==> src/hdl/fnd_pkg.sv <==
// Shared types and constants for the fit-and-nearest downscaler.
// Holds configuration register indexes, field widths and the divider status.
// No dependencies.
`timescale 1ns / 1ps

package fnd_pkg;

    // Configuration port layout
    localparam int CFG_DATA_W  = 15;
    localparam int CFG_INDEX_W = 2;

    localparam logic [CFG_INDEX_W-1:0] REG_SRC_WIDTH    = 2'd0;
    localparam logic [CFG_INDEX_W-1:0] REG_SRC_HEIGHT   = 2'd1;
    localparam logic [CFG_INDEX_W-1:0] REG_MAX_EDGE     = 2'd2;
    localparam logic [CFG_INDEX_W-1:0] REG_FORCE_OPAQUE = 2'd3;

    // Register widths
    localparam int SRC_REG_W  = 15;
    localparam int EDGE_REG_W = 12;

    // Pixel samples
    localparam int PIX_W = 8;
    localparam logic [PIX_W-1:0] ALPHA_OPAQUE = 8'd255;

    // Reset values of the configuration registers
    localparam logic [SRC_REG_W-1:0]  SRC_SIZE_RESET = 15'd1;
    localparam logic [EDGE_REG_W-1:0] MAX_EDGE_RESET = 12'd2048;

    // Status of the shared divider
    typedef struct packed {
        logic busy;
        logic done;
    } div_stat_t;

endpackage

==> src/hdl/fnd_divider.sv <==
// Iterative restoring divider, one quotient bit per cycle.
// Shared by the output-size, row-select and column-select divisions.
// Depends on fnd_pkg for the status struct.
`timescale 1ns / 1ps

module fnd_divider #(
    parameter int N = 27,
    parameter int D = 15
) (
    input  logic             clk,
    input  logic             rst_n,
    input  logic             start,
    input  logic [N-1:0]     dividend,
    input  logic [D-1:0]     divisor,
    output logic [N-1:0]     quotient,
    output fnd_pkg::div_stat_t stat
);

    localparam int CW = (N > 1) ? $clog2(N) : 1;

    logic          busy_reg;
    logic          busy_next;
    logic          done_reg;
    logic          done_next;
    logic [CW-1:0] cnt_reg;
    logic [CW-1:0] cnt_next;
    logic [N-1:0]  q_reg;
    logic [D-1:0]  rem_reg;
    logic [D-1:0]  dvs_reg;

    logic [D:0]    shifted;
    logic [D:0]    diff;
    logic          ge;
    logic [D-1:0]  rem_step;

    // Trial subtraction for one quotient bit
    always_comb
    begin
        shifted  = {rem_reg, q_reg[N-1]};
        diff     = shifted - {1'b0, dvs_reg};
        ge       = (shifted >= {1'b0, dvs_reg});
        rem_step = ge ? diff[D-1:0] : shifted[D-1:0];
    end

    // Sequence the iterations
    always_comb
    begin
        busy_next = busy_reg;
        done_next = 1'b0;
        cnt_next  = cnt_reg;
        if (start)
        begin
            busy_next = 1'b1;
            cnt_next  = CW'(N - 1);
        end
        else if (busy_reg)
        begin
            if (cnt_reg == '0)
            begin
                busy_next = 1'b0;
                done_next = 1'b1;
            end
            else
            begin
                cnt_next = cnt_reg - 1'b1;
            end
        end
    end

    always_ff @(posedge clk or negedge rst_n)
    begin
        if (!rst_n)
        begin
            busy_reg <= 1'b0;
            done_reg <= 1'b0;
            cnt_reg  <= '0;
        end
        else
        begin
            busy_reg <= busy_next;
            done_reg <= done_next;
            cnt_reg  <= cnt_next;
        end
    end

    // Load operands, then shift quotient bits in
    always_ff @(posedge clk)
    begin
        if (start)
        begin
            q_reg   <= dividend;
            rem_reg <= '0;
            dvs_reg <= divisor;
        end
        else if (busy_reg)
        begin
            q_reg   <= {q_reg[N-2:0], ge};
            rem_reg <= rem_step;
        end
    end

    assign quotient  = q_reg;
    assign stat.busy = busy_reg;
    assign stat.done = done_reg;

endmodule

==> src/hdl/fit_and_nearest_downscale_core.sv <==
// A pixel's result is registered as S_EMIT ends, after a row and a column division; ready
// returns on that edge, so a pixel is taken only once the last is through. A frame's first
// pixel adds S_SIZE, and a product and a division per edge when the size must be scaled.
// The shared bit-serial divider sets the time; a selected pixel waits in the final step
// while the output register is still full. Reset (rst_n, asynchronous, active low)
// restores the control and configuration registers and drops a waiting result.
`timescale 1ns / 1ps

module fit_and_nearest_downscale_core #(
    parameter int MAX_SOURCE_EDGE = 16384,
    parameter int MAX_OUTPUT_EDGE = 2048,
    localparam int OUT_W = $clog2(MAX_OUTPUT_EDGE + 1),
    localparam int POS_W = $clog2(MAX_OUTPUT_EDGE)
) (
    input  logic                            clk,
    input  logic                            rst_n,
    // configuration
    input  logic                            cfg_wr_en,
    input  logic [fnd_pkg::CFG_INDEX_W-1:0] cfg_index,
    input  logic [fnd_pkg::CFG_DATA_W-1:0]  cfg_data,
    // source pixels
    input  logic                            in_valid,
    output logic                            in_ready,
    input  logic [fnd_pkg::PIX_W-1:0]       red_in,
    input  logic [fnd_pkg::PIX_W-1:0]       green_in,
    input  logic [fnd_pkg::PIX_W-1:0]       blue_in,
    input  logic [fnd_pkg::PIX_W-1:0]       alpha_in,
    // output pixels
    output logic                            out_valid,
    input  logic                            out_ready,
    output logic [fnd_pkg::PIX_W-1:0]       red_out,
    output logic [fnd_pkg::PIX_W-1:0]       green_out,
    output logic [fnd_pkg::PIX_W-1:0]       blue_out,
    output logic [fnd_pkg::PIX_W-1:0]       alpha_out,
    output logic [POS_W-1:0]                dest_x,
    output logic [POS_W-1:0]                dest_y,
    output logic [OUT_W-1:0]                dest_width,
    output logic [OUT_W-1:0]                dest_height,
    output logic                            last_pixel
);

    localparam int SRC_W = $clog2(MAX_SOURCE_EDGE + 1);
    localparam int SP_W  = $clog2(MAX_SOURCE_EDGE);
    localparam int ACC_W = SRC_W + OUT_W;
    localparam int DV_W  = (SRC_W > OUT_W) ? SRC_W : OUT_W;
    localparam int PW    = fnd_pkg::PIX_W;

    // Sequencer states
    localparam logic [3:0] S_IDLE     = 4'd0;
    localparam logic [3:0] S_SIZE     = 4'd1;
    localparam logic [3:0] S_SZ_MUL   = 4'd2;
    localparam logic [3:0] S_SZ_GO    = 4'd3;
    localparam logic [3:0] S_SZ_WAIT  = 4'd4;
    localparam logic [3:0] S_ROW_GO   = 4'd5;
    localparam logic [3:0] S_ROW_WAIT = 4'd6;
    localparam logic [3:0] S_COL_GO   = 4'd7;
    localparam logic [3:0] S_COL_WAIT = 4'd8;
    localparam logic [3:0] S_EMIT     = 4'd9;

    // Configuration registers
    logic [fnd_pkg::SRC_REG_W-1:0]  src_width_reg;
    logic [fnd_pkg::SRC_REG_W-1:0]  src_height_reg;
    logic [fnd_pkg::EDGE_REG_W-1:0] max_edge_reg;
    logic                           force_opaque_reg;

    // Control and position state
    logic [3:0]       state_reg,         state_next;
    logic             size_ready_reg,    size_ready_next;
    logic             half_reg,          half_next;
    logic             row_sel_reg,       row_sel_next;
    logic             col_sel_reg,       col_sel_next;
    logic [SP_W-1:0]  source_col_reg,    source_col_next;
    logic [SP_W-1:0]  source_row_reg,    source_row_next;
    logic [OUT_W-1:0] next_out_col_reg,  next_out_col_next;
    logic [OUT_W-1:0] next_out_row_reg,  next_out_row_next;
    logic [ACC_W-1:0] col_accum_reg,     col_accum_next;
    logic [ACC_W-1:0] row_accum_reg,     row_accum_next;
    logic [OUT_W-1:0] scaled_width_reg,  scaled_width_next;
    logic [OUT_W-1:0] scaled_height_reg, scaled_height_next;
    logic             out_valid_reg,     out_valid_next;

    // Payload registers
    logic [PW-1:0]    red_reg, green_reg, blue_reg, alpha_reg;
    logic [ACC_W-1:0] prod_reg;
    logic [PW-1:0]    red_out_reg, green_out_reg, blue_out_reg, alpha_out_reg;
    logic [POS_W-1:0] dest_x_reg, dest_y_reg;
    logic [OUT_W-1:0] dest_width_reg, dest_height_reg;
    logic             last_pixel_reg;

    // Datapath signals
    logic [31:0]      w_wide, h_wide, e_wide;
    logic [SRC_W-1:0] w, h, longest, mul_src;
    logic [OUT_W-1:0] e;
    logic [ACC_W-1:0] mul_res;
    logic [ACC_W-1:0] row_sum;
    logic             fits;
    logic             last_col, last_row;
    logic             emit, out_free, out_load, in_acc;
    logic [OUT_W-1:0] quot_clamp;

    // Divider interface
    logic               div_start;
    logic [ACC_W-1:0]   div_dividend;
    logic [DV_W-1:0]    div_divisor;
    logic [ACC_W-1:0]   div_quot;
    fnd_pkg::div_stat_t div_stat;

    // Take configuration writes
    always_ff @(posedge clk or negedge rst_n)
    begin
        if (!rst_n)
        begin
            src_width_reg    <= fnd_pkg::SRC_SIZE_RESET;
            src_height_reg   <= fnd_pkg::SRC_SIZE_RESET;
            max_edge_reg     <= fnd_pkg::MAX_EDGE_RESET;
            force_opaque_reg <= 1'b0;
        end
        else if (cfg_wr_en)
        begin
            unique case (cfg_index)
                fnd_pkg::REG_SRC_WIDTH:
                    src_width_reg <= cfg_data[fnd_pkg::SRC_REG_W-1:0];
                fnd_pkg::REG_SRC_HEIGHT:
                    src_height_reg <= cfg_data[fnd_pkg::SRC_REG_W-1:0];
                fnd_pkg::REG_MAX_EDGE:
                    max_edge_reg <= cfg_data[fnd_pkg::EDGE_REG_W-1:0];
                fnd_pkg::REG_FORCE_OPAQUE:
                    force_opaque_reg <= cfg_data[0];
            endcase
        end
    end

    // Clamp the live source size and maximum edge
    always_comb
    begin
        w_wide = 32'(src_width_reg);
        if (src_width_reg == '0)
            w_wide = 32'd1;
        else if (w_wide > 32'(MAX_SOURCE_EDGE))
            w_wide = 32'(MAX_SOURCE_EDGE);
        h_wide = 32'(src_height_reg);
        if (src_height_reg == '0)
            h_wide = 32'd1;
        else if (h_wide > 32'(MAX_SOURCE_EDGE))
            h_wide = 32'(MAX_SOURCE_EDGE);
        e_wide = 32'(max_edge_reg);
        if (max_edge_reg == '0 || e_wide > 32'(MAX_OUTPUT_EDGE))
            e_wide = 32'(MAX_OUTPUT_EDGE);
        w       = w_wide[SRC_W-1:0];
        h       = h_wide[SRC_W-1:0];
        e       = e_wide[OUT_W-1:0];
        longest = (w > h) ? w : h;
        fits    = (32'(longest) <= e_wide);
    end

    // Scale products for the output size, one edge at a time
    assign mul_src = half_reg ? h : w;
    assign mul_res = ACC_W'(mul_src) * ACC_W'(e);

    assign row_sum    = row_accum_reg + ACC_W'(scaled_height_reg);
    assign last_col   = (SRC_W'(source_col_reg) >= (w - 1'b1));
    assign last_row   = (SRC_W'(source_row_reg) >= (h - 1'b1));
    assign quot_clamp = (div_quot == '0) ? OUT_W'(1) : div_quot[OUT_W-1:0];

    // Route operands to the shared divider
    always_comb
    begin
        div_start = (state_reg == S_SZ_GO) || (state_reg == S_ROW_GO) ||
                    (state_reg == S_COL_GO);
        priority if (state_reg == S_SZ_GO)
        begin
            div_dividend = prod_reg;
            div_divisor  = DV_W'(longest);
        end
        else if (state_reg == S_ROW_GO)
        begin
            div_dividend = row_sum;
            div_divisor  = DV_W'(h);
        end
        else
        begin
            div_dividend = col_accum_reg;
            div_divisor  = DV_W'(scaled_width_reg);
        end
    end

    fnd_divider #(
        .N (ACC_W),
        .D (DV_W)
    ) u_div (
        .clk      (clk),
        .rst_n    (rst_n),
        .start    (div_start),
        .dividend (div_dividend),
        .divisor  (div_divisor),
        .quotient (div_quot),
        .stat     (div_stat)
    );

    assign in_ready = (state_reg == S_IDLE);
    assign in_acc   = in_valid && in_ready;
    assign emit     = row_sel_reg && col_sel_reg && (next_out_row_reg < scaled_height_reg);
    assign out_free = !out_valid_reg || out_ready;
    assign out_load = (state_reg == S_EMIT) && emit && out_free;

    // Sequencer and position update
    always_comb
    begin
        state_next         = state_reg;
        size_ready_next    = size_ready_reg;
        half_next          = half_reg;
        row_sel_next       = row_sel_reg;
        col_sel_next       = col_sel_reg;
        source_col_next    = source_col_reg;
        source_row_next    = source_row_reg;
        next_out_col_next  = next_out_col_reg;
        next_out_row_next  = next_out_row_reg;
        col_accum_next     = col_accum_reg;
        row_accum_next     = row_accum_reg;
        scaled_width_next  = scaled_width_reg;
        scaled_height_next = scaled_height_reg;

        unique case (state_reg)
            S_IDLE:
            begin
                if (in_acc)
                    state_next = size_ready_reg ? S_ROW_GO : S_SIZE;
            end
            S_SIZE:
            begin
                // Start of frame: clear position, keep or scale the size
                source_col_next   = '0;
                source_row_next   = '0;
                next_out_col_next = '0;
                next_out_row_next = '0;
                col_accum_next    = '0;
                row_accum_next    = '0;
                half_next         = 1'b0;
                if (fits)
                begin
                    scaled_width_next  = w[OUT_W-1:0];
                    scaled_height_next = h[OUT_W-1:0];
                    size_ready_next    = 1'b1;
                    state_next         = S_ROW_GO;
                end
                else
                begin
                    state_next = S_SZ_MUL;
                end
            end
            S_SZ_MUL:
                state_next = S_SZ_GO;
            S_SZ_GO:
                state_next = S_SZ_WAIT;
            S_SZ_WAIT:
            begin
                if (div_stat.done)
                begin
                    if (!half_reg)
                    begin
                        scaled_width_next = quot_clamp;
                        half_next         = 1'b1;
                        state_next        = S_SZ_MUL;
                    end
                    else
                    begin
                        scaled_height_next = quot_clamp;
                        size_ready_next    = 1'b1;
                        state_next         = S_ROW_GO;
                    end
                end
            end
            S_ROW_GO:
                state_next = S_ROW_WAIT;
            S_ROW_WAIT:
            begin
                if (div_stat.done)
                begin
                    row_sel_next = last_row || (div_quot > ACC_W'(next_out_row_reg));
                    state_next   = S_COL_GO;
                end
            end
            S_COL_GO:
                state_next = S_COL_WAIT;
            S_COL_WAIT:
            begin
                if (div_stat.done)
                begin
                    col_sel_next = (next_out_col_reg < scaled_width_reg) &&
                                   (ACC_W'(source_col_reg) == div_quot);
                    state_next   = S_EMIT;
                end
            end
            S_EMIT:
            begin
                // Hold while a selected pixel cannot enter the output register
                if (!emit || out_free)
                begin
                    if (emit)
                    begin
                        next_out_col_next = next_out_col_reg + 1'b1;
                        col_accum_next    = col_accum_reg + ACC_W'(w);
                    end
                    if (!last_col)
                    begin
                        source_col_next = source_col_reg + 1'b1;
                    end
                    else if (last_row)
                    begin
                        source_col_next   = '0;
                        source_row_next   = '0;
                        next_out_col_next = '0;
                        next_out_row_next = '0;
                        col_accum_next    = '0;
                        row_accum_next    = '0;
                        size_ready_next   = 1'b0;
                    end
                    else
                    begin
                        source_col_next   = '0;
                        next_out_col_next = '0;
                        col_accum_next    = '0;
                        if (row_sel_reg && (next_out_row_reg < scaled_height_reg))
                            next_out_row_next = next_out_row_reg + 1'b1;
                        row_accum_next  = row_sum;
                        source_row_next = source_row_reg + 1'b1;
                    end
                    state_next = S_IDLE;
                end
            end
            default:
                state_next = S_IDLE;
        endcase
    end

    // Output register: clear on take, set on load
    always_comb
    begin
        out_valid_next = out_valid_reg;
        if (out_valid_reg && out_ready)
            out_valid_next = 1'b0;
        if (out_load)
            out_valid_next = 1'b1;
    end

    always_ff @(posedge clk or negedge rst_n)
    begin
        if (!rst_n)
        begin
            state_reg         <= S_IDLE;
            size_ready_reg    <= 1'b0;
            half_reg          <= 1'b0;
            row_sel_reg       <= 1'b0;
            col_sel_reg       <= 1'b0;
            source_col_reg    <= '0;
            source_row_reg    <= '0;
            next_out_col_reg  <= '0;
            next_out_row_reg  <= '0;
            col_accum_reg     <= '0;
            row_accum_reg     <= '0;
            scaled_width_reg  <= '0;
            scaled_height_reg <= '0;
            out_valid_reg     <= 1'b0;
        end
        else
        begin
            state_reg         <= state_next;
            size_ready_reg    <= size_ready_next;
            half_reg          <= half_next;
            row_sel_reg       <= row_sel_next;
            col_sel_reg       <= col_sel_next;
            source_col_reg    <= source_col_next;
            source_row_reg    <= source_row_next;
            next_out_col_reg  <= next_out_col_next;
            next_out_row_reg  <= next_out_row_next;
            col_accum_reg     <= col_accum_next;
            row_accum_reg     <= row_accum_next;
            scaled_width_reg  <= scaled_width_next;
            scaled_height_reg <= scaled_height_next;
            out_valid_reg     <= out_valid_next;
        end
    end

    // Capture the pixel, the scale product and the result fields
    always_ff @(posedge clk)
    begin
        if (in_acc)
        begin
            red_reg   <= red_in;
            green_reg <= green_in;
            blue_reg  <= blue_in;
            alpha_reg <= alpha_in;
        end
        if (state_reg == S_SZ_MUL)
            prod_reg <= mul_res;
        if (out_load)
        begin
            red_out_reg     <= red_reg;
            green_out_reg   <= green_reg;
            blue_out_reg    <= blue_reg;
            alpha_out_reg   <= force_opaque_reg ? fnd_pkg::ALPHA_OPAQUE : alpha_reg;
            dest_x_reg      <= next_out_col_reg[POS_W-1:0];
            dest_y_reg      <= next_out_row_reg[POS_W-1:0];
            dest_width_reg  <= scaled_width_reg;
            dest_height_reg <= scaled_height_reg;
            last_pixel_reg  <= (next_out_col_reg == scaled_width_reg - 1'b1) &&
                               (next_out_row_reg == scaled_height_reg - 1'b1);
        end
    end

    assign out_valid   = out_valid_reg;
    assign red_out     = red_out_reg;
    assign green_out   = green_out_reg;
    assign blue_out    = blue_out_reg;
    assign alpha_out   = alpha_out_reg;
    assign dest_x      = dest_x_reg;
    assign dest_y      = dest_y_reg;
    assign dest_width  = dest_width_reg;
    assign dest_height = dest_height_reg;
    assign last_pixel  = last_pixel_reg;

    // The divider is never restarted while it is still iterating
    a_div_no_restart: assert property (@(posedge clk) disable iff (!rst_n)
        div_start |-> !div_stat.busy)
        else $error("divider started while busy");

    // Row and column work only runs once the frame size is latched
    a_size_before_select: assert property (@(posedge clk) disable iff (!rst_n)
        (state_reg == S_ROW_GO || state_reg == S_COL_GO) |-> size_ready_reg)
        else $error("selection started without a latched size");

    // The output column never runs past the latched width
    a_col_bound: assert property (@(posedge clk) disable iff (!rst_n)
        size_ready_reg |-> (next_out_col_reg <= scaled_width_reg))
        else $error("output column beyond output width");

    // A loaded result is never overwritten before it is taken
    a_no_overwrite: assert property (@(posedge clk) disable iff (!rst_n)
        out_load |-> (!out_valid_reg || out_ready))
        else $error("output register overwritten");

    // Acceptance closes the input side until the pixel is done
    a_busy_after_accept: assert property (@(posedge clk) disable iff (!rst_n)
        in_acc |=> !in_ready)
        else $error("ready after acceptance");

endmodule
==> config.mk <==
export PLATFORM = sky130hd
export DESIGN_NAME = fit_and_nearest_downscale_core
export DESIGN_NICKNAME = d
export VERILOG_FILES = /design/src/hdl/fnd_pkg.sv /design/src/hdl/fnd_divider.sv /design/src/hdl/fit_and_nearest_downscale_core.sv
export SDC_FILE = /design/constraint.sdc
export NUM_CORES = 1
export LEC_CHECK = 0
export BUFFER_PORTS_ARGS = -buffer_cell sky130_fd_sc_hd__clkbuf_2
export CAP_MARGIN = 0
export CORE_UTILIZATION = 54
export CTS_BUF_LIST = sky130_fd_sc_hd__clkbuf_16
export CTS_CLUSTER_SIZE = 12
export DETAILED_ROUTE_END_ITERATION = 16
export GPL_TIMING_DRIVEN = 0
export PLACE_DENSITY = 0.74
export SYNTH_ARGS = -nofsm -noshare
export SYNTH_HDL_FRONTEND = slang
export SYNTH_HIERARCHICAL = 1
export SYNTH_SLANG_ARGS = --single-unit
==> constraint.sdc <==
create_clock -name clk -period 21.2 [get_ports clk]
set_input_delay 0 -clock clk [delete_from_list [all_inputs] [get_ports clk]]
set_output_delay 0 -clock clk [all_outputs]
set_load 0.02 [all_outputs]
# == Word-level counts from Yosys, hierarchy flattened ==
# Cells that the tools add are included.
# word_totals
in_bits,54
ff_bits,384
output_inout_bits,81
# op_classes
add_sub_neg,12
multipliers,1
n_lt_le_gt_ge,11
n_eq_ne,28
n_mux,76
reduce_logical,45
# op_table
operator,count
two-way mux 27 bit,10
two-way mux 12 bit,15
two-way mux 15 bit,9
one-hot mux 27 bit (2 select lines),2
one-hot mux 12 bit (2 select lines),4
two-way mux 14 bit,5
one-hot mux 14 bit (2 select lines),2
one-hot mux 4 bit (10 select lines),1
less-or-equal comparator 15 x 32 -> 1 bit,1
greater-or-equal comparator 14 x 15 -> 1 bit,2
"greater-than comparator 15 bit, second input constant",2
zero test 15 bit,2
"subtractor 15 x 1 -> 15 bit, second input constant",2
"adder 14 x 1 -> 14 bit, second input constant",2
adder 27 x 12 -> 27 bit,1
adder 27 x 15 -> 27 bit,1
equality test 14 x 27 -> 1 bit,1
greater-than comparator 27 x 12 -> 1 bit,1
zero test 27 bit,1
multiplier 15 x 12 -> 27 bit,1
"adder 12 x 1 -> 12 bit, second input constant",2
equality test 12 bit,2
less-than comparator 12 bit,2
"subtractor 12 x 1 -> 12 bit, second input constant",2
other kinds (35),100

# == Longest topological paths before layout ==
# Gate-level depths: netlist of run 1.
# logic_depth
depth_word,9
ltp_mapped,29

# == Cells and area by module ==
# The synthesis of run 1 kept the hierarchy.
# modules_own_cells
mod,cells_per_inst,area_per_inst_um2,instances,seq_area_each_um2
fit_and_nearest_downscale_core,2602,24741.2,1,8702.1
fnd_divider,306,3484.6,1,1736.7

# == Least setup slack after synthesis of run 1 ==
# Ideal clock, no wire load.
# synth_timing
path_type,register -> register
startpoint,reg src_width_reg[3] in the netlist's numbering
endpoint,"reg prod_reg[25], data pin"
period_less_slack_ns,6.663
setup_slack_ns,14.537
stages_incl_launch_ff,26
n_path_buf,1
setup_ns,0.258
t_arrival_ns,6.406
t_required_ns,20.942
path_cell_list,dfrtp_1 -> or4_1 -> nor3_2 -> a31oi_1 -> nor2_1 -> inv_1 -> nor2_1 -> a21oi_1 -> clkbuf_1 -> or2_2 -> fa_1 -> fa_1 -> inv_1 -> fa_1 -> fa_1 -> inv_1 -> fa_1 -> inv_1 -> ha_1 -> o211a_1 -> nor2b_1 -> a21o_1 -> a211o_1 -> a31o_2 -> a21oi_1 -> xnor2_1
# synth_between
elab_chain_cells,5
elab_cells_between_ends,6
cone_classes,mul: 1; order compare: 1; mux: 3; reduce/logical: 1
# synth_rtl
item,line_no,text
start: declaration,fit_and_nearest_downscale_core.sv:61,logic [fnd_pkg::SRC_REG_W-1:0] src_width_reg;
start signal: assignment,fit_and_nearest_downscale_core.sv:113,src_width_reg <= fnd_pkg::SRC_SIZE_RESET;
start signal: assignment,fit_and_nearest_downscale_core.sv:122,src_width_reg <= cfg_data[fnd_pkg::SRC_REG_W-1:0];
greater-than comparator 15 bit,fit_and_nearest_downscale_core.sv:139,else if (w_wide > 32'(MAX_SOURCE_EDGE))
two-way mux 15 bit,fit_and_nearest_downscale_core.sv:139,
two-way mux 15 bit (*),fit_and_nearest_downscale_core.sv:137,if (src_width_reg == '0)
two-way mux 15 bit (*),fit_and_nearest_downscale_core.sv:157,assign mul_src = half_reg ? h : w;
multiplier 15 x 12 -> 27 bit (*),fit_and_nearest_downscale_core.sv:158,assign mul_res = ACC_W'(mul_src) * ACC_W'(e);
named net mul_res[25],fit_and_nearest_downscale_core.sv:94,logic [ACC_W-1:0] mul_res;
end signal: assignment,fit_and_nearest_downscale_core.sv:395,prod_reg <= mul_res;
end: declaration,fit_and_nearest_downscale_core.sv:84,logic [ACC_W-1:0] prod_reg;
# Mark *: on every way through the listed nets, which the timed path passes. The rest lies on a longest branch.
# A chain may end at the register's enable or synchronous reset.

# == Worst setup path after layout of run 1 ==
# layout_timing
startpoint,reg src_height_reg[5] in the netlist's numbering
endpoint,"reg prod_reg[24], data pin"
# layout_between
elab_chain_cells,5
elab_cells_between_ends,6
cone_classes,mul: 1; order compare: 1; mux: 3; reduce/logical: 1
# layout_rtl
item,line_no,text
start: declaration,fit_and_nearest_downscale_core.sv:62,logic [fnd_pkg::SRC_REG_W-1:0] src_height_reg;
start signal: assignment,fit_and_nearest_downscale_core.sv:114,src_height_reg <= fnd_pkg::SRC_SIZE_RESET;
start signal: assignment,fit_and_nearest_downscale_core.sv:124,src_height_reg <= cfg_data[fnd_pkg::SRC_REG_W-1:0];
greater-than comparator 15 bit,fit_and_nearest_downscale_core.sv:144,else if (h_wide > 32'(MAX_SOURCE_EDGE))
two-way mux 15 bit,fit_and_nearest_downscale_core.sv:144,
two-way mux 15 bit (*),fit_and_nearest_downscale_core.sv:142,if (src_height_reg == '0)
two-way mux 15 bit (*),fit_and_nearest_downscale_core.sv:157,
multiplier 15 x 12 -> 27 bit (*),fit_and_nearest_downscale_core.sv:158,
named net mul_res[24],fit_and_nearest_downscale_core.sv:94,
# Marked as above.

==> results of run 1 <==
==> area by class of cell <==
| type | count | area share, % |
|---|---|---|
| diodes | 2 | 0.0157 |
| flip-flops and latches | 384 | 32.8 |
| multi-input cells | 2103 | 50.7 |
| repair buffers | 199 | 4.35 |
| well taps | 680 | 2.67 |
| inverters | 299 | 3.52 |
| plain buffers | 121 | 1.64 |
| clock buffers | 45 | 3.54 |
| clock inverters | 35 | 0.770 |
==> metrics by stage <==
stage | hold slack (ps) | instance area (µm²) | setup slack [ps] | power, mW
floorplan | -296 | 28200 | 14540 | 2.65
detailed placement | 23.7 | 29900 | 12990 | 3.38
global placement | 179 | 29700 | 13170 | 3.31
global route | 138 | 31800 | 12520 | 4.41
finish | 137 | 31800 | 12970 | 4.16
CTS | 118 | 31800 | 12970 | 4.13
==> routing by layer <==
metal	share of wire [%]	vias up	routed length (µm)	global-route usage, %
li1	-	10700	-	-
met1	39	11800	35900	44.8
met2	47	1242	43600	57.7
met3	8.7	255	8040	5.83
met4	4.8	2	4420	15.4
met5	0.014	-	13	0
==> worst register-to-register path, cell delays in order (launching register included) <==
cell and delay, ps:
dfrtp_1 360, clkbuf_1 290, nor3_1 350, nand4_1 220
nor2_1 140, nand2_1 80, a21oi_1 840, a21oi_1 340
clkbuf_1 340, or2_2 380, fa_1 510, fa_1 570
inv_1 70, fa_1 440, fa_1 520, inv_1 60
fa_1 630, inv_1 70, ha_1 340, a21oi_1 240
inv_1 60, a21oi_1 190, a21oi_1 110, nor3_1 410
o31ai_1 140, a21oi_1 190, xnor2_1 90
==> timing repair <==
| action | CTS | global route |
|---|---|---|
| setup buffers | 0 | 0 |
| hold buffers | 58 | 0 |
| hold endpoints to repair | 262 | 0 |
==> power by group through the flow <==
stage	clock network, mW	registers [mW]	logic (mW)
after global routing	0.771	1.19	2.45
after detailed placement	0	1.18	2.20
final	0.734	1.18	2.25
after global placement	0	1.18	2.13
after floorplan	0	1.10	1.55
after CTS	0.741	1.17	2.22
==> path summary, 6_finish.rpt <==
| check | start | to | slack (ps) | depth (start not counted) |
|---|---|---|---|---|
| max | src_height_reg[5]$_DFFE_PN0P_ | prod_reg[24]$_DFFE_PP_ | 12970 | 26 |
| min | red_in[2] | red_reg[2]$_DFFE_PP_ | 140 | 2 |
| max reg2reg | src_height_reg[5]$_DFFE_PN0P_ | prod_reg[24]$_DFFE_PP_ | 12970 | 26 |
| min reg2reg | red_reg[6]$_DFFE_PP_ | red_out[6]$_DFFE_PP_ | 420 | 0 |
| max in group asynchronous | rst_n | row_accum_reg[24]$_DFFE_PN0P_ | 19050 | 4 |
| min in group asynchronous | rst_n | col_accum_reg[4]$_DFFE_PN0P_ | 460 | 3 |
==> metrics.cfg, run 1 <==
[outcome]
status=finished clean

[critical_path]
arrival_ps=8550
crit_slowest_cell=a21oi_1
crit_buf_inv=6
start_kind=register
end_kind=register
slowest_delay_ps=840
cp_common_cell=a21oi_1
cp_max_fo=10
critPathTopFamily=adder cells
path_class=reg2reg
crit_required_ps=21530

[sta]
final-setup-viol-count=0
fmax_mhz=122
fin_worst_skew_ps=31.3
rsz0062_at_grt=no
fin_crit_ps=8230
hold_viol_final=0
report.final.slew_viol_count=0
relSlewSlack_pct=13.8
period_share_pct=38.8
worst_pin_slew_ps=1280
setup-tns-final_ps=0

[worst_hold_path]
hp-class=in2reg

[place]
portBuffers=134
hpwl_um=71800
globalplace.congestion=1.02
dp.cells=3728

[clocking]
cts-buffers-inserted=43
cts_buffer_depth=3
root_buffer=clkbuf_16
clkTransAtPathRegs_ps=60
tritoncts=built
numClockSinks=384
insertion_delay_ps=590
cts.htree.levels=2
cts_resized=0

[synth]
syn-cell-area_mm2=0.0282
yosysWarningCount=6
syn_area_per_cell_um2=9.71
syn_nets=3298
synth_cells=2907

[detailed_routing]
wl_per_cell_um=23.8
first_iter_violations=2231
routed_wl_um=92000
ant_nets=0
drtPass1Iterations=6
vias_per_cell=6.22
drcViolationCount=0
num_vias=24100

[power_and_ir_drop]
power_leakage_nw=14.0
p_clk_share_pct=17.6
p_comb_share_pct=54.0
switching_power_mw=1.89
power_density_mw_per_mm2=131
seq_power_share_pct=28.3
p_sw_share_pct=45.5
peakVddDrop_mv=0.205
internal_power_mw=2.27

[finish]
register_area_mm2=0.0104
layout_commonest_cell=nand2_1
syn2layout_area_growth_pct=12.9
post-route-util_pct=61.8
multi_input_area_mm2=0.0162
mostFrequentLayoutCells=308 x nand2_1, 307 x inv_1, 205 x ha_1
drive_gt1_share_pct=11.9
nFillCells=4286
instances_no_fill=3868
fin_nets=3542

[grt]
antenna_found_initial=1
grt_pass1_vias=23900
overflow=0
grt_max_degree=69
grt_usage_pct=34.8
grt_pass1_wl_um=141000

[floorplanning]
die_width_um=231
start_util_pct=54.8
design.die.area_mm2=0.0532
ioPinCount=135
die_h_um=231
placementRows=83
core_area_mm2=0.0515

[run]
max_cap_violations=0

Power figures use the tool's default switching activity.
==> run 2, diff against run 1 <==
clock period = 8.5 ns   (was 21.2 ns; I/O delays follow)
==> metrics.cfg, run 2 (synthesis gave the netlist of run 1 again) <==
[place]
dp.cells=3728
globalplace.congestion=1.02
hpwl_um=71800
portBuffers=134

[grt]
grt_usage_pct=34.8
grt_pass1_wl_um=141000
overflow=0
antenna_found_initial=1
grt_pass1_vias=23900
grt_max_degree=69

[detailed_routing]
drcViolationCount=0
vias_per_cell=6.22
wl_per_cell_um=23.8
num_vias=24100
drtPass1Iterations=7
ant_nets=0
routed_wl_um=91900
first_iter_violations=2297

[run]
max_cap_violations=0

[clocking]
cts_buffer_depth=3
cts-buffers-inserted=43
root_buffer=clkbuf_16
cts.htree.levels=2
clkTransAtPathRegs_ps=60
post_cts_buffers=0
tritoncts=built
insertion_delay_ps=590
numClockSinks=384

[floorplanning]
die_width_um=231
ioPinCount=135
placementRows=83
core_area_mm2=0.0515
die_h_um=231
start_util_pct=54.8
design.die.area_mm2=0.0532

[finish]
instances_no_fill=3867
drive_gt1_share_pct=12.0
syn2layout_area_growth_pct=12.9
layout_commonest_cell=nand2_1
fin_nets=3542
mostFrequentLayoutCells=308 x nand2_1, 307 x inv_1, 205 x ha_1

[critical_path]
crit_slowest_cell=fa_1
slowest_delay_ps=630
path_class=reg2reg
crit_required_ps=8830
worstReg2RegStart=src_height_reg[5]$_DFFE_PN0P_
reg2reg_to=prod_reg[24]$_DFFE_PP_
end_kind=register
cp_common_cell=fa_1
reg2regPathDepth=27
start_kind=register
cp_max_fo=10
arrival_ps=8270
r2r_slack_ps=560

[power_and_ir_drop]
peakVddDrop_mv=0.512
internal_power_mw=5.65
switching_power_mw=4.71
seq_power_share_pct=28.3
p_comb_share_pct=54.0
power_density_mw_per_mm2=325
power_leakage_nw=14.0
p_clk_share_pct=17.7
p_sw_share_pct=45.4

[worst_hold_path]
hold_path_end=red_reg[2]$_DFFE_PP_
worstHoldStart=red_in[2]
min_path_cells=2
hp-class=in2reg

[sta]
fmax_mhz=126
setup-tns-final_ps=0
period_share_pct=93.4
report.final.slew_viol_count=0
hold_viol_final=0
worst_pin_slew_ps=1290
final-setup-viol-count=0
rsz0062_at_grt=no
relSlewSlack_pct=13.1
fin_crit_ps=7940
fin_worst_skew_ps=29.4

[outcome]
status=finished clean

[run 2: stage by stage]
stage | setup slack [ps] | instance area [µm²] | util, % | total power [mW] | hold WS, ps
finish | 562 | 31900 | 61.8 | 10.4 | 138
global route | 116 | 31900 | 61.8 | 11.0 | 138
CTS | 272 | 31800 | 61.8 | 10.3 | 118
detailed placement | 294 | 29900 | 58.0 | 8.43 | 23.7
global placement | 467 | 29700 | 57.7 | 8.26 | 179
floorplan | 1840 | 28200 | - | 6.61 | -296
[run 2: final cells by class]
class,instances,area [µm²]
diodes,1,2.50
flip-flops and latches,384,10400
plain buffers,121,522
inverters,299,1120
fillers,4291,19700
clock inverters,35,245
repair buffers,199,1390
multi-input cells,2103,16200
clock buffers,45,1130
well taps,680,851
[run 2: timing repair]
action | 4_1_cts | 5_1_grt
gates resized for setup | 0 | 2
endpoints found under the setup margin | 0 | 5
hold buffers | 58 | 0
hold endpoints to repair | 262 | 0
[run 2: how the worst max path moves through the flow]
| stage | start | end | slack [ps] | depth (start not counted) |
|---|---|---|---|---|
| after global routing | src_height_reg[5]$_DFFE_PN0P_ | prod_reg[24]$_DFFE_PP_ | 120 | 27 |
| after detailed placement | src_height_reg[5]$_DFFE_PN0P_ | prod_reg[24]$_DFFE_PP_ | 290 | 26 |
| after global placement | src_height_reg[5]$_DFFE_PN0P_ | prod_reg[24]$_DFFE_PP_ | 470 | 26 |
| after floorplan | src_width_reg[3]$_DFFE_PN0P_ | prod_reg[25]$_DFFE_PP_ | 1840 | 25 |
| final | src_height_reg[5]$_DFFE_PN0P_ | prod_reg[24]$_DFFE_PP_ | 560 | 27 |
| after CTS | src_height_reg[5]$_DFFE_PN0P_ | prod_reg[24]$_DFFE_PP_ | 270 | 26 |
[run 2: critical path: cells and delay by family, from the launching register on]
family,cells,cell delay (ps)
buffers and inverters,6,1050
adder cells (fa/ha/maj),6,3060
XOR/XNOR,1,90
flip-flops,1,360
AO/OA/AOI/OAI,6,1410
AND/OR/NAND/NOR,8,1680
[run 2: routing by layer]
layer	global-route usage [%]	wire length, µm	part of all wire (%)
met1	44.8	36300	40
met2	57.7	43400	47
met3	5.83	7590	8.3
met4	15.4	4510	4.9
met5	0	13	0.014
[run 2: power by group through the flow]
stage	logic, mW	clock network, mW	registers, mW
after floorplan	3.87	0	2.74
after global placement	5.32	0	2.94
after detailed placement	5.49	0	2.95
after CTS	5.54	1.85	2.91
after global routing	6.12	1.92	2.96
final	5.60	1.83	2.93
